<file path="config.mk">
export PLATFORM = sky130hd
export DESIGN_NAME = rotary_encoder_calibration_tracker_unit
export DESIGN_NICKNAME = d
export VERILOG_FILES = /design/src/rtl/rect_pkg.sv /design/src/rtl/rect_track.sv /design/src/rtl/rect_win_div.sv /design/src/rtl/rotary_encoder_calibration_tracker_unit.sv
export SDC_FILE = /design/constraint.sdc
export NUM_CORES = 2
export LEC_CHECK = 0
export ABC_AREA = 1
export BUFFER_PORTS_ARGS = -buffer_cell sky130_fd_sc_hd__buf_2
export CAP_MARGIN = 0
export CORE_MARGIN = 2
export CORE_UTILIZATION = 56
export DETAILED_ROUTE_END_ITERATION = 8
export PLACE_DENSITY = 0.78
export RECOVER_POWER = 50
export SLEW_MARGIN = 20
export SYNTH_ARGS = -nofsm -noshare
export SYNTH_HDL_FRONTEND = slang
export SYNTH_HIERARCHICAL = 1
export SYNTH_SLANG_ARGS = --single-unit
</file>
<file path="constraint.sdc">
create_clock -name aclk -period 11.7 [get_ports aclk]
set_clock_uncertainty 0.15 [all_clocks]
set_input_delay 2.34 -clock aclk [delete_from_list [all_inputs] [get_ports aclk]]
set_output_delay 2.34 -clock aclk [all_outputs]
set_load 0.02 [all_outputs]
</file>
<file path="src/rtl/rect_pkg.sv">
// Shared types and constants of the rotary encoder calibration tracker.
// No dependencies.
`timescale 1ns / 1ps

package rect_pkg;

    // Stream widths
    localparam int S_TDATA_W = 40;
    localparam int M_TDATA_W = 200;
    localparam int M_PAD_W   = 3;

    // Result kinds (m_tuser)
    localparam logic [1:0] EV_POINT = 2'd0;
    localparam logic [1:0] EV_START = 2'd1;
    localparam logic [1:0] EV_DONE  = 2'd2;

    // Register indexes (paddr[2])
    localparam logic REG_WIN_SEGS    = 1'b0;
    localparam logic REG_DEBOUNCE_MS = 1'b1;

    // Register reset values
    localparam logic [4:0]  WIN_SEGS_RESET = 5'd5;
    localparam logic [15:0] DEBOUNCE_RESET = 16'd250;

    // Legal window count range
    localparam logic [4:0] WC_MIN = 5'd1;
    localparam logic [4:0] WC_MAX = 5'd16;

    typedef enum logic [2:0] {
        ST_IDLE,
        ST_STEP,
        ST_BOUND,
        ST_WIN_GO,
        ST_WIN,
        ST_EMIT_PT,
        ST_PRESS,
        ST_EMIT_BTN
    } rect_state_t;

    typedef enum logic [1:0] {
        WIN_IDLE,
        WIN_SEG,
        WIN_IDX
    } win_phase_t;

    // Sequencer to tracker commands
    typedef struct packed {
        logic load;
        logic step;
        logic bound;
        logic press;
    } trk_cmd_t;

    // Tracker status back to the sequencer
    typedef struct packed {
        logic point;
        logic press;
        logic capturing;
    } trk_stat_t;

    // Window unit result
    typedef struct packed {
        logic       done;
        logic [3:0] window;
    } win_stat_t;

endpackage

</file>
<file path="src/rtl/rect_track.sv">
// Encoder count, overall and session bounds, button debounce and capture state.
// Depends on rect_pkg.
`timescale 1ns / 1ps

module rect_track #(
    parameter int COUNT_BITS = 32
) (
    input  logic                          aclk,
    input  logic                          aresetn,
    input  rect_pkg::trk_cmd_t            cmd,
    input  logic                          clk_level,
    input  logic                          dt_level,
    input  logic                          button_level,
    input  logic [31:0]                   now_ms,
    input  logic [15:0]                   debounce_ms,
    output rect_pkg::trk_stat_t           stat,
    output logic signed [COUNT_BITS-1:0]  count_value,
    output logic signed [COUNT_BITS-1:0]  overall_low,
    output logic signed [COUNT_BITS-1:0]  overall_high,
    output logic signed [COUNT_BITS-1:0]  start_count,
    output logic signed [COUNT_BITS-1:0]  capture_low,
    output logic signed [COUNT_BITS-1:0]  capture_high
);

    localparam logic signed [COUNT_BITS-1:0] CMAX = {1'b0, {(COUNT_BITS-1){1'b1}}};
    localparam logic signed [COUNT_BITS-1:0] CMIN = {1'b1, {(COUNT_BITS-1){1'b0}}};
    localparam logic signed [COUNT_BITS-1:0] ONE  = COUNT_BITS'(1);

    // sample latched at accept
    logic        clk_s_reg, dt_s_reg, btn_s_reg;
    logic [31:0] now_s_reg;

    logic signed [COUNT_BITS-1:0] count_reg, count_next;
    logic signed [COUNT_BITS-1:0] low_reg, low_next;
    logic signed [COUNT_BITS-1:0] high_reg, high_next;
    logic signed [COUNT_BITS-1:0] start_reg, start_next;
    logic signed [COUNT_BITS-1:0] cap_low_reg, cap_low_next;
    logic signed [COUNT_BITS-1:0] cap_high_reg, cap_high_next;
    logic        last_clk_reg, last_clk_next;
    logic        last_btn_reg, last_btn_next;
    logic [31:0] last_press_reg, last_press_next;
    logic        capturing_reg, capturing_next;
    logic        point_reg, point_next;
    logic        press_reg, press_next;

    logic        fall;
    logic        up;
    logic        moves;
    logic [31:0] elapsed;

    always_comb begin
        count_next      = count_reg;
        low_next        = low_reg;
        high_next       = high_reg;
        start_next      = start_reg;
        cap_low_next    = cap_low_reg;
        cap_high_next   = cap_high_reg;
        last_clk_next   = last_clk_reg;
        last_btn_next   = last_btn_reg;
        last_press_next = last_press_reg;
        capturing_next  = capturing_reg;
        point_next      = point_reg;
        press_next      = press_reg;

        fall    = last_clk_reg & ~clk_s_reg;
        up      = dt_s_reg != clk_s_reg;
        moves   = up ? (count_reg != CMAX) : (count_reg != CMIN);
        elapsed = now_s_reg - last_press_reg;

        if (cmd.step) begin
            if (fall && moves) begin
                count_next = up ? count_reg + ONE : count_reg - ONE;
            end
            point_next    = fall & moves;
            last_clk_next = clk_s_reg;
            press_next    = last_btn_reg & ~btn_s_reg & (elapsed >= {16'd0, debounce_ms});
            last_btn_next = btn_s_reg;
        end

        if (cmd.bound) begin
            if (count_reg < low_reg) begin
                low_next = count_reg;
            end
            if (count_reg > high_reg) begin
                high_next = count_reg;
            end
            if (point_reg && capturing_reg) begin
                if (count_reg < cap_low_reg) begin
                    cap_low_next = count_reg;
                end
                if (count_reg > cap_high_reg) begin
                    cap_high_next = count_reg;
                end
            end
        end

        if (cmd.press && press_reg) begin
            last_press_next = now_s_reg;
            if (capturing_reg) begin
                capturing_next = 1'b0;
            end else begin
                capturing_next = 1'b1;
                start_next     = count_reg;
                cap_low_next   = count_reg;
                cap_high_next  = count_reg;
            end
        end
    end

    always_ff @(posedge aclk) begin
        if (cmd.load) begin
            clk_s_reg <= clk_level;
            dt_s_reg  <= dt_level;
            btn_s_reg <= button_level;
            now_s_reg <= now_ms;
        end
    end

    always_ff @(posedge aclk) begin
        if (!aresetn) begin
            count_reg      <= '0;
            low_reg        <= '0;
            high_reg       <= '0;
            start_reg      <= '0;
            cap_low_reg    <= '0;
            cap_high_reg   <= '0;
            last_clk_reg   <= 1'b1;
            last_btn_reg   <= 1'b1;
            last_press_reg <= '0;
            capturing_reg  <= 1'b0;
            point_reg      <= 1'b0;
            press_reg      <= 1'b0;
        end else begin
            count_reg      <= count_next;
            low_reg        <= low_next;
            high_reg       <= high_next;
            start_reg      <= start_next;
            cap_low_reg    <= cap_low_next;
            cap_high_reg   <= cap_high_next;
            last_clk_reg   <= last_clk_next;
            last_btn_reg   <= last_btn_next;
            last_press_reg <= last_press_next;
            capturing_reg  <= capturing_next;
            point_reg      <= point_next;
            press_reg      <= press_next;
        end
    end

    assign stat.point     = point_reg;
    assign stat.press     = press_reg;
    assign stat.capturing = capturing_reg;
    assign count_value    = count_reg;
    assign overall_low    = low_reg;
    assign overall_high   = high_reg;
    assign start_count    = start_reg;
    assign capture_low    = cap_low_reg;
    assign capture_high   = cap_high_reg;

endmodule

</file>
<file path="src/rtl/rect_win_div.sv">
// Window index unit: bit-serial span / window count, then a five-step
// restoring divide of (count - low) by the segment. Depends on rect_pkg.
`timescale 1ns / 1ps

module rect_win_div #(
    parameter int COUNT_BITS = 32
) (
    input  logic                          aclk,
    input  logic                          aresetn,
    input  logic                          start,
    input  logic [4:0]                    win_segs,
    input  logic signed [COUNT_BITS-1:0]  count_value,
    input  logic signed [COUNT_BITS-1:0]  overall_low,
    input  logic signed [COUNT_BITS-1:0]  overall_high,
    output rect_pkg::win_stat_t           stat
);

    localparam int CNT_W = $clog2(COUNT_BITS);

    rect_pkg::win_phase_t phase_reg, phase_next;

    logic [CNT_W-1:0]      cnt_reg, cnt_next;
    logic [COUNT_BITS-1:0] sh_reg, sh_next;     // span in, segment out
    logic [3:0]            rem_reg, rem_next;
    logic [COUNT_BITS-1:0] num_reg, num_next;   // count - low, reduced in place
    logic [3:0]            q_reg, q_next;
    logic                  done_reg, done_next;
    logic [3:0]            win_reg, win_next;

    logic [4:0]              wce;
    logic [4:0]              wce_m1;
    logic [4:0]              trial;
    logic                    ge_seg;
    logic [COUNT_BITS+3:0]   dsh;
    logic                    ge_idx;
    logic [4:0]              q_fin;

    always_comb begin
        if (win_segs < rect_pkg::WC_MIN) begin
            wce = rect_pkg::WC_MIN;
        end else if (win_segs > rect_pkg::WC_MAX) begin
            wce = rect_pkg::WC_MAX;
        end else begin
            wce = win_segs;
        end
        wce_m1 = wce - 5'd1;

        trial  = {rem_reg, sh_reg[COUNT_BITS-1]};
        ge_seg = trial >= wce;

        dsh    = {4'd0, sh_reg} << cnt_reg[2:0];
        ge_idx = {4'd0, num_reg} >= dsh;
        q_fin  = {q_reg, ge_idx};

        phase_next = phase_reg;
        cnt_next   = cnt_reg;
        sh_next    = sh_reg;
        rem_next   = rem_reg;
        num_next   = num_reg;
        q_next     = q_reg;
        done_next  = 1'b0;
        win_next   = win_reg;

        case (phase_reg)
            rect_pkg::WIN_IDLE: begin
                if (start) begin
                    sh_next    = overall_high - overall_low;
                    num_next   = count_value - overall_low;
                    rem_next   = '0;
                    cnt_next   = CNT_W'(COUNT_BITS - 1);
                    phase_next = rect_pkg::WIN_SEG;
                end
            end
            rect_pkg::WIN_SEG: begin
                rem_next = ge_seg ? 4'(trial - wce) : trial[3:0];
                sh_next  = {sh_reg[COUNT_BITS-2:0], ge_seg};
                cnt_next = cnt_reg - 1'b1;
                if (cnt_reg == '0) begin
                    cnt_next   = CNT_W'(4);
                    q_next     = '0;
                    phase_next = rect_pkg::WIN_IDX;
                end
            end
            rect_pkg::WIN_IDX: begin
                if (ge_idx) begin
                    num_next = num_reg - dsh[COUNT_BITS-1:0];
                end
                q_next   = q_fin[3:0];
                cnt_next = cnt_reg - 1'b1;
                if (cnt_reg == '0) begin
                    // a zero segment means the span is below the window count
                    if (sh_reg == '0) begin
                        win_next = '0;
                    end else if (q_fin > wce_m1) begin
                        win_next = wce_m1[3:0];
                    end else begin
                        win_next = q_fin[3:0];
                    end
                    done_next  = 1'b1;
                    phase_next = rect_pkg::WIN_IDLE;
                end
            end
            default: begin
                phase_next = rect_pkg::WIN_IDLE;
            end
        endcase
    end

    always_ff @(posedge aclk) begin
        if (!aresetn) begin
            phase_reg <= rect_pkg::WIN_IDLE;
            done_reg  <= 1'b0;
        end else begin
            phase_reg <= phase_next;
            done_reg  <= done_next;
        end
    end

    always_ff @(posedge aclk) begin
        cnt_reg <= cnt_next;
        sh_reg  <= sh_next;
        rem_reg <= rem_next;
        num_reg <= num_next;
        q_reg   <= q_next;
        win_reg <= win_next;
    end

    assign stat.done   = done_reg;
    assign stat.window = win_reg;

endmodule

</file>
<file path="src/rtl/rotary_encoder_calibration_tracker_unit.sv">
// Top level of the rotary encoder calibration tracker.
// Depends on rect_pkg, rect_track and rect_win_div.
//
// Input stream (s_*): one beat per pin sample. s_tdata from bit 0 up:
// clk_level, dt_level, button_level, now_ms[31:0], zero pad to 40 bits.
// Result stream (m_*): zero, one or two beats per sample. m_tuser is the
// result kind (point, capture start, capture done); m_tlast marks the final
// beat caused by a sample. A sample that moves neither the count nor the
// capture state produces no beat at all.
// Config: APB registers, number of windows at 0x0 and debounce_ms at 0x4.
// The user must write them only while the block is idle; the block itself
// does not enforce this. Reads return the stored values.
// Sequence: one sample at a time: step, bound update, bit-serial span /
// window count, then index division. A point beat comes before a start or
// done beat of the same sample. s_tready returns once the last beat is
// registered; a sample with no result frees it after the bound update.
// The output register lets the next sample be accepted while the final beat
// waits. A stalled receiver holds the beat; a second beat waits for it.
// Reset (aresetn low, synchronous): count, bounds, session values and press
// time go to zero, pin history to released/high, capture off, registers to
// their defaults, no beat pending.
`timescale 1ns / 1ps

module rotary_encoder_calibration_tracker_unit #(
    parameter int COUNT_BITS = 32
) (
    input  logic                           aclk,
    input  logic                           aresetn,
    // input samples
    input  logic                           s_tvalid,
    output logic                           s_tready,
    // clk_level, dt_level, button_level, now_ms[31:0], pad
    input  logic [rect_pkg::S_TDATA_W-1:0] s_tdata,
    // results
    output logic                           m_tvalid,
    input  logic                           m_tready,
    // position[31:0], delta[32:0], window[3:0], session_start[31:0],
    // session_low[31:0], session_high[31:0], session_span[31:0], pad
    output logic [rect_pkg::M_TDATA_W-1:0] m_tdata,
    // event_kind[1:0]
    output logic [1:0]                     m_tuser,
    output logic                           m_tlast,
    // configuration
    input  logic                           psel,
    input  logic                           penable,
    input  logic                           pwrite,
    input  logic [2:0]                     paddr,
    input  logic [31:0]                    pwdata,
    output logic [31:0]                    prdata,
    output logic                           pready
);

    // ---------------- configuration registers ----------------
    logic [4:0]  wc_reg;
    logic [15:0] deb_reg;
    logic        cfg_wr;

    assign pready = 1'b1;
    assign cfg_wr = psel & penable & pwrite;

    always_ff @(posedge aclk) begin
        if (!aresetn) begin
            wc_reg  <= rect_pkg::WIN_SEGS_RESET;
            deb_reg <= rect_pkg::DEBOUNCE_RESET;
        end else if (cfg_wr) begin
            case (paddr[2])
                rect_pkg::REG_WIN_SEGS:    wc_reg  <= pwdata[4:0];
                rect_pkg::REG_DEBOUNCE_MS: deb_reg <= pwdata[15:0];
                default: ;
            endcase
        end
    end

    always_comb begin
        case (paddr[2])
            rect_pkg::REG_WIN_SEGS:    prdata = {27'd0, wc_reg};
            rect_pkg::REG_DEBOUNCE_MS: prdata = {16'd0, deb_reg};
            default:                   prdata = '0;
        endcase
    end

    // ---------------- datapath units ----------------
    rect_pkg::trk_cmd_t  trk_cmd;
    rect_pkg::trk_stat_t trk_stat;
    rect_pkg::win_stat_t win_stat;
    logic                win_start;

    logic signed [COUNT_BITS-1:0] count_value, overall_low, overall_high;
    logic signed [COUNT_BITS-1:0] start_count, capture_low, capture_high;

    rect_track #(
        .COUNT_BITS (COUNT_BITS)
    ) u_track (
        .aclk         (aclk),
        .aresetn      (aresetn),
        .cmd          (trk_cmd),
        .clk_level    (s_tdata[0]),
        .dt_level     (s_tdata[1]),
        .button_level (s_tdata[2]),
        .now_ms       (s_tdata[34:3]),
        .debounce_ms  (deb_reg),
        .stat         (trk_stat),
        .count_value  (count_value),
        .overall_low  (overall_low),
        .overall_high (overall_high),
        .start_count  (start_count),
        .capture_low  (capture_low),
        .capture_high (capture_high)
    );

    rect_win_div #(
        .COUNT_BITS (COUNT_BITS)
    ) u_win (
        .aclk         (aclk),
        .aresetn      (aresetn),
        .start        (win_start),
        .win_segs     (wc_reg),
        .count_value  (count_value),
        .overall_low  (overall_low),
        .overall_high (overall_high),
        .stat         (win_stat)
    );

    // ---------------- beat formatting ----------------
    // Wider counts keep their low bits; narrower ones are sign extended, but the span is zero extended.
    logic signed [COUNT_BITS:0]   delta_w;
    logic [COUNT_BITS-1:0]        span_w;
    logic [rect_pkg::M_TDATA_W-1:0] beat_data;
    logic [1:0]                   beat_kind;
    logic                         beat_last;
    logic                         beat_load;

    assign delta_w = {count_value[COUNT_BITS-1], count_value}
                   - {start_count[COUNT_BITS-1], start_count};
    assign span_w  = capture_high - capture_low;

    always_comb begin
        beat_data = {
            {rect_pkg::M_PAD_W{1'b0}},
            (beat_kind == rect_pkg::EV_DONE) ? 32'(span_w) : 32'd0,
            32'(capture_high),
            32'(capture_low),
            32'(start_count),
            win_stat.window,
            33'(delta_w),
            32'(count_value)
        };
    end

    // ---------------- sequencer ----------------
    rect_pkg::rect_state_t state_reg, state_next;

    logic out_free;
    assign out_free = ~m_tvalid | m_tready;

    always_comb begin
        state_next = state_reg;
        trk_cmd    = '0;
        win_start  = 1'b0;
        s_tready   = 1'b0;
        beat_load  = 1'b0;
        beat_kind  = rect_pkg::EV_POINT;
        beat_last  = 1'b0;

        case (state_reg)
            rect_pkg::ST_IDLE: begin
                s_tready     = 1'b1;
                trk_cmd.load = s_tvalid;
                if (s_tvalid) begin
                    state_next = rect_pkg::ST_STEP;
                end
            end
            rect_pkg::ST_STEP: begin
                trk_cmd.step = 1'b1;
                state_next   = rect_pkg::ST_BOUND;
            end
            rect_pkg::ST_BOUND: begin
                trk_cmd.bound = 1'b1;
                state_next = (trk_stat.point | trk_stat.press) ? rect_pkg::ST_WIN_GO
                                                               : rect_pkg::ST_IDLE;
            end
            rect_pkg::ST_WIN_GO: begin
                win_start  = 1'b1;
                state_next = rect_pkg::ST_WIN;
            end
            rect_pkg::ST_WIN: begin
                if (win_stat.done) begin
                    state_next = trk_stat.point ? rect_pkg::ST_EMIT_PT : rect_pkg::ST_PRESS;
                end
            end
            rect_pkg::ST_EMIT_PT: begin
                beat_kind = rect_pkg::EV_POINT;
                beat_last = ~trk_stat.press;
                if (out_free) begin
                    beat_load  = 1'b1;
                    state_next = trk_stat.press ? rect_pkg::ST_PRESS : rect_pkg::ST_IDLE;
                end
            end
            rect_pkg::ST_PRESS: begin
                trk_cmd.press = 1'b1;
                state_next    = rect_pkg::ST_EMIT_BTN;
            end
            rect_pkg::ST_EMIT_BTN: begin
                // capture flag has already toggled
                beat_kind = trk_stat.capturing ? rect_pkg::EV_START : rect_pkg::EV_DONE;
                beat_last = 1'b1;
                if (out_free) begin
                    beat_load  = 1'b1;
                    state_next = rect_pkg::ST_IDLE;
                end
            end
            default: begin
                state_next = rect_pkg::ST_IDLE;
            end
        endcase
    end

    always_ff @(posedge aclk) begin
        if (!aresetn) begin
            state_reg <= rect_pkg::ST_IDLE;
        end else begin
            state_reg <= state_next;
        end
    end

    // ---------------- output register ----------------
    logic                           m_tvalid_reg;
    logic [rect_pkg::M_TDATA_W-1:0] m_tdata_reg;
    logic [1:0]                     m_tuser_reg;
    logic                           m_tlast_reg;

    always_ff @(posedge aclk) begin
        if (!aresetn) begin
            m_tvalid_reg <= 1'b0;
        end else if (beat_load) begin
            m_tvalid_reg <= 1'b1;
        end else if (m_tready) begin
            m_tvalid_reg <= 1'b0;
        end
    end

    always_ff @(posedge aclk) begin
        if (beat_load) begin
            m_tdata_reg <= beat_data;
            m_tuser_reg <= beat_kind;
            m_tlast_reg <= beat_last;
        end
    end

    assign m_tvalid = m_tvalid_reg;
    assign m_tdata  = m_tdata_reg;
    assign m_tuser  = m_tuser_reg;
    assign m_tlast  = m_tlast_reg;

endmodule

</file>
==> reports/metrics.csv <==
stage;metric;value;unit
synthesis;Synth Instances;5797;
cts;CTS clock-pin slew for the worst setup and hold paths;0.06;ns
cts;cts hold-fix bufs;0;
floorplanning;die area;74800;sq um
cts;worst skew pair latency;0.66;ns
cts;Num CTS Buffers;61;
worst_setup_path;critical path class;input port to register;
timing;Worst-Margin Slew;3.82;ns
placement;pre-CTS setup slack;6.12;ns
worst_setup_path;CP max stage delay;2.76;ns
worst_setup_path;most used cell, CP;clkbuf_1;
synthesis;EDFF count, synth;316;
cts;CTS tree;built;
power_and_ir_drop;Flop pwr share;0.304;
cts;H-Tree Depth;2;
cts;CTS Sinks;573;
worst_setup_path;CP startpoint kind;input port;
power_and_ir_drop;Leak;0.0220;uW
power_and_ir_drop;Clk pwr share;0.237;
power_and_ir_drop;combinational share of power;0.459;
floorplanning;Row Count;98;
worst_setup_path;critical path depth in cells;5;
outcome;status;finished with violations;
final_layout;fin nets;6509;
synthesis;post-synthesis cell type count;59;
final_layout;Final Util;0.623;
worst_setup_path;critical path peak fanout;113;
worst_setup_path;Critical Path Source;aresetn;
grt;first-pass GRT wire length;190000;um
detailed_routing;Post-Route WL;124000;um
cts;Clock Tree Buf Depth;3;
final_layout;Largest register FFs;197;
power_and_ir_drop;Power Total;8370;uW
worst_setup_path;CP Capture Point;u_track/count_value[9];
timing;hold slack;0.268;ns
synthesis;syn_area_per_cell;7.01;sq um
run;max cap viols;8;
cts;# resized after CTS;0;
timing;Max-slew headroom;-1.55;
floorplanning;die width;273;um
synthesis;sequential element share of the synthesized area;0.360;
hold_path;HP Start;u_win/win_reg[0];
worst_setup_path;Reg2Reg Depth;14;
synthesis;Synth top area share;0.233;
grt;grt total ovfl;0;
detailed_routing;wire length per cell;17.6;um
timing;Final setup viols;0;
worst_setup_path;CP top delay family;buffers and inverters;
worst_setup_path;Buf/Inv on CP;3;
worst_setup_path;Arr. time, crit path;8.08;ns
power_and_ir_drop;Worst VDD drop;0.000145;V
floorplanning;num ports;320;
detailed_routing;Pre-antenna DRT Iters;6;
timing;final setup TNS;0;ns
worst_setup_path;worst r2r src;u_win/cnt_reg[2];
worst_setup_path;Reg2Reg Capture Point;u_win/num_reg[1];
synthesis;FFs w/ async S/R, synth;0;
synthesis;area leader, netlist;edfxtp_1;
placement;port bufs;276;
detailed_routing;routed vias;38500;
grt;vias in the first global route;35100;
power_and_ir_drop;PwrDens;187;nW/um^2
timing;min Tclk post-route;7.64;ns
floorplanning;core area;71700;sq um
floorplanning;Initial Util;0.567;
cts;# Post-CTS Setup Buffers;0;
detailed_routing;DR vias/cell;5.47;
hold_path;Hold WC Path Type;register to register;
worst_setup_path;Worst R2R Setup Slack;5.61;ns
outcome;failing checks;capacitance limit, slew limit;
timing;fmax;131;MHz
worst_setup_path;Critical Path RT;12.14;ns
power_and_ir_drop;switch share;0.435;
detailed_routing;DR DRC count;0;
timing;RSZ-0062 raised after global routing;no;
detailed_routing;Antenna Nets Post-Route;0;
power_and_ir_drop;Net Switching;3640;uW
detailed_routing;1st-iter DRT viols;3483;
worst_setup_path;crit path cell chain;clkbuf_1 > clkbuf_1 > buf_4 > o21ai_0 > a21oi_1;
cts;clk root buf;clkbuf_16;
synthesis;Seq cells post-synth;573;
grt;pin count of the biggest net entering global routing;144;
floorplanning;Die Y;273;um
placement;GP Congestion;0.963;
synthesis;synthesized area;40700;sq um
grt;GRT Total Usage;0.322;
timing;Hold Vio Cnt, Final;0;
worst_setup_path;Crit. End Element;register;
final_layout;Area Overhead vs Synth;10.0;%
final_layout;share of cells above drive strength 1;0.0692;
synthesis;prevailing post-synth register cell;edfxtp_1;
synthesis;synth warn;6;
worst_setup_path;slowest stage cell on the critical path;clkbuf_1;
synthesis;Area contributors post-synth;edfxtp_1, nand2_1, dfxtp_1, ha_1, inv_1;
timing;Final Cycle Share;0.653;
timing;Final WS setup;4.06;ns
power_and_ir_drop;Cell Int Power;4730;uW
grt;initial antenna violation count;3;
timing;fin. max-slew vios;347;
placement;DP Wirelength;94900;um
## placed cells by master, fill, tap and decap left out, types with 23 or more instances in the layout
cell type	instances
o21ai_0	348
ha_1	377
nand3_1	229
a21oi_1	440
buf_2	232
clkbuf_16	62
o21bai_1	25
inv_1	897
nand4_1	75
xor2_1	59
nor2_1	667
nand3b_1	23
clkbuf_1	71
nor3_1	58
edfxtp_1	316
nand2_1	1644
dfxtp_1	257
## layer usage
| metal | global-route usage | vias up | wire, um | share of wire |
|---|---|---|---|---|
| met5 | 0 | - | 23 | 0.00019 |
| met4 | 0.150 | 4 | 6330 | 0.051 |
| met3 | 0.0432 | 331 | 8700 | 0.070 |
| met2 | 0.538 | 1382 | 57500 | 0.46 |
| met1 | 0.415 | 17600 | 51600 | 0.42 |
| li1 | - | 19200 | - | - |
## cell usage after synthesis (5+ instances only)
cell / count
nand2_1: 1645
inv_1: 896
nor2_1: 668
a21oi_1: 439
ha_1: 377
o21ai_0: 342
edfxtp_1: 316
dfxtp_1: 257
nand3_1: 230
nand4_1: 75
clkbuf_1: 59
xor2_1: 59
nor3_1: 58
buf_2: 36
buf_4: 28
o21bai_1: 25
nand3b_1: 23
nor4_1: 20
a21o_1: 17
nand2_2: 17
xnor2_1: 17
a31oi_1: 16
o21a_1: 16
inv_2: 15
nor2_2: 15
o21ai_1: 14
and2_1: 12
buf_1: 12
a21oi_2: 9
fa_1: 8
or2_2: 8
buf_6: 7
o21ai_2: 7
mux2i_1: 6
o211ai_1: 5
## area by class of cell
cell class / count / area [sq um]
Antenna cell: 1 / 2.50
Clock buffer: 73 / 1590
Clock inverter: 43 / 430
Fill cell: 6611 / 27000
Inverter: 912 / 3420
Multi-Input combinational cell: 4188 / 21900
Sequential cell: 573 / 14600
Tap cell: 950 / 1190
Timing Repair Buffer: 306 / 1500
## power by group through the flow
stage                     Combinational, uW  Sequential, uW  Clock, uW
final                                  3850            2550       1980
after global routing                   4360            2550       2080
after CTS                              3770            2540       2000
after detailed placement               3740            2580          0
after global placement                 3680            2580          0
after floorplan                        2820            2520          0
## cells by family (layout without fill, tap and decap cells)
| family | count (synthesis) | after routing | synth area share |
|---|---|---|---|
| AO/OA/AOI/OAI | 911 | 911 | 0.119 |
| XOR/XNOR | 76 | 76 | 0.0164 |
| adder cells (fa/ha/maj) | 385 | 385 | 0.120 |
| buffers and inverters | 1054 | 1334 | 0.102 |
| flip-flops | 573 | 573 | 0.360 |
| multiplexers | 6 | 6 | 0.00148 |
| other | 2 | 21 | 0.000185 |
| AND/OR/NAND/NOR | 2790 | 2790 | 0.280 |
## metrics by stage
| stage | instance area, sq um | std cells |
|---|---|---|
| floorplan | 40700 | 5815 |
| global placement | 42800 | 6928 |
| detailed placement | 42800 | 6928 |
| CTS | 44900 | 7044 |
| global route | 44700 | 7045 |
| finish | 44700 | 7046 |
## worst min-delay path by stage
stage | end | slack (ns) | cells after the start
2_1_floorplan | m_tdata[65] | 0.25 | 0
4_1_cts | m_tdata[65] | 0.27 | 0
5_1_grt | m_tdata[65] | 0.28 | 0
3_5_place_dp | m_tdata[65] | 0.26 | 0
3_3_place_gp | m_tdata[66] | 0.25 | 0
6_report | m_tdata[65] | 0.27 | 0
Power figures use the tool's default switching activity.
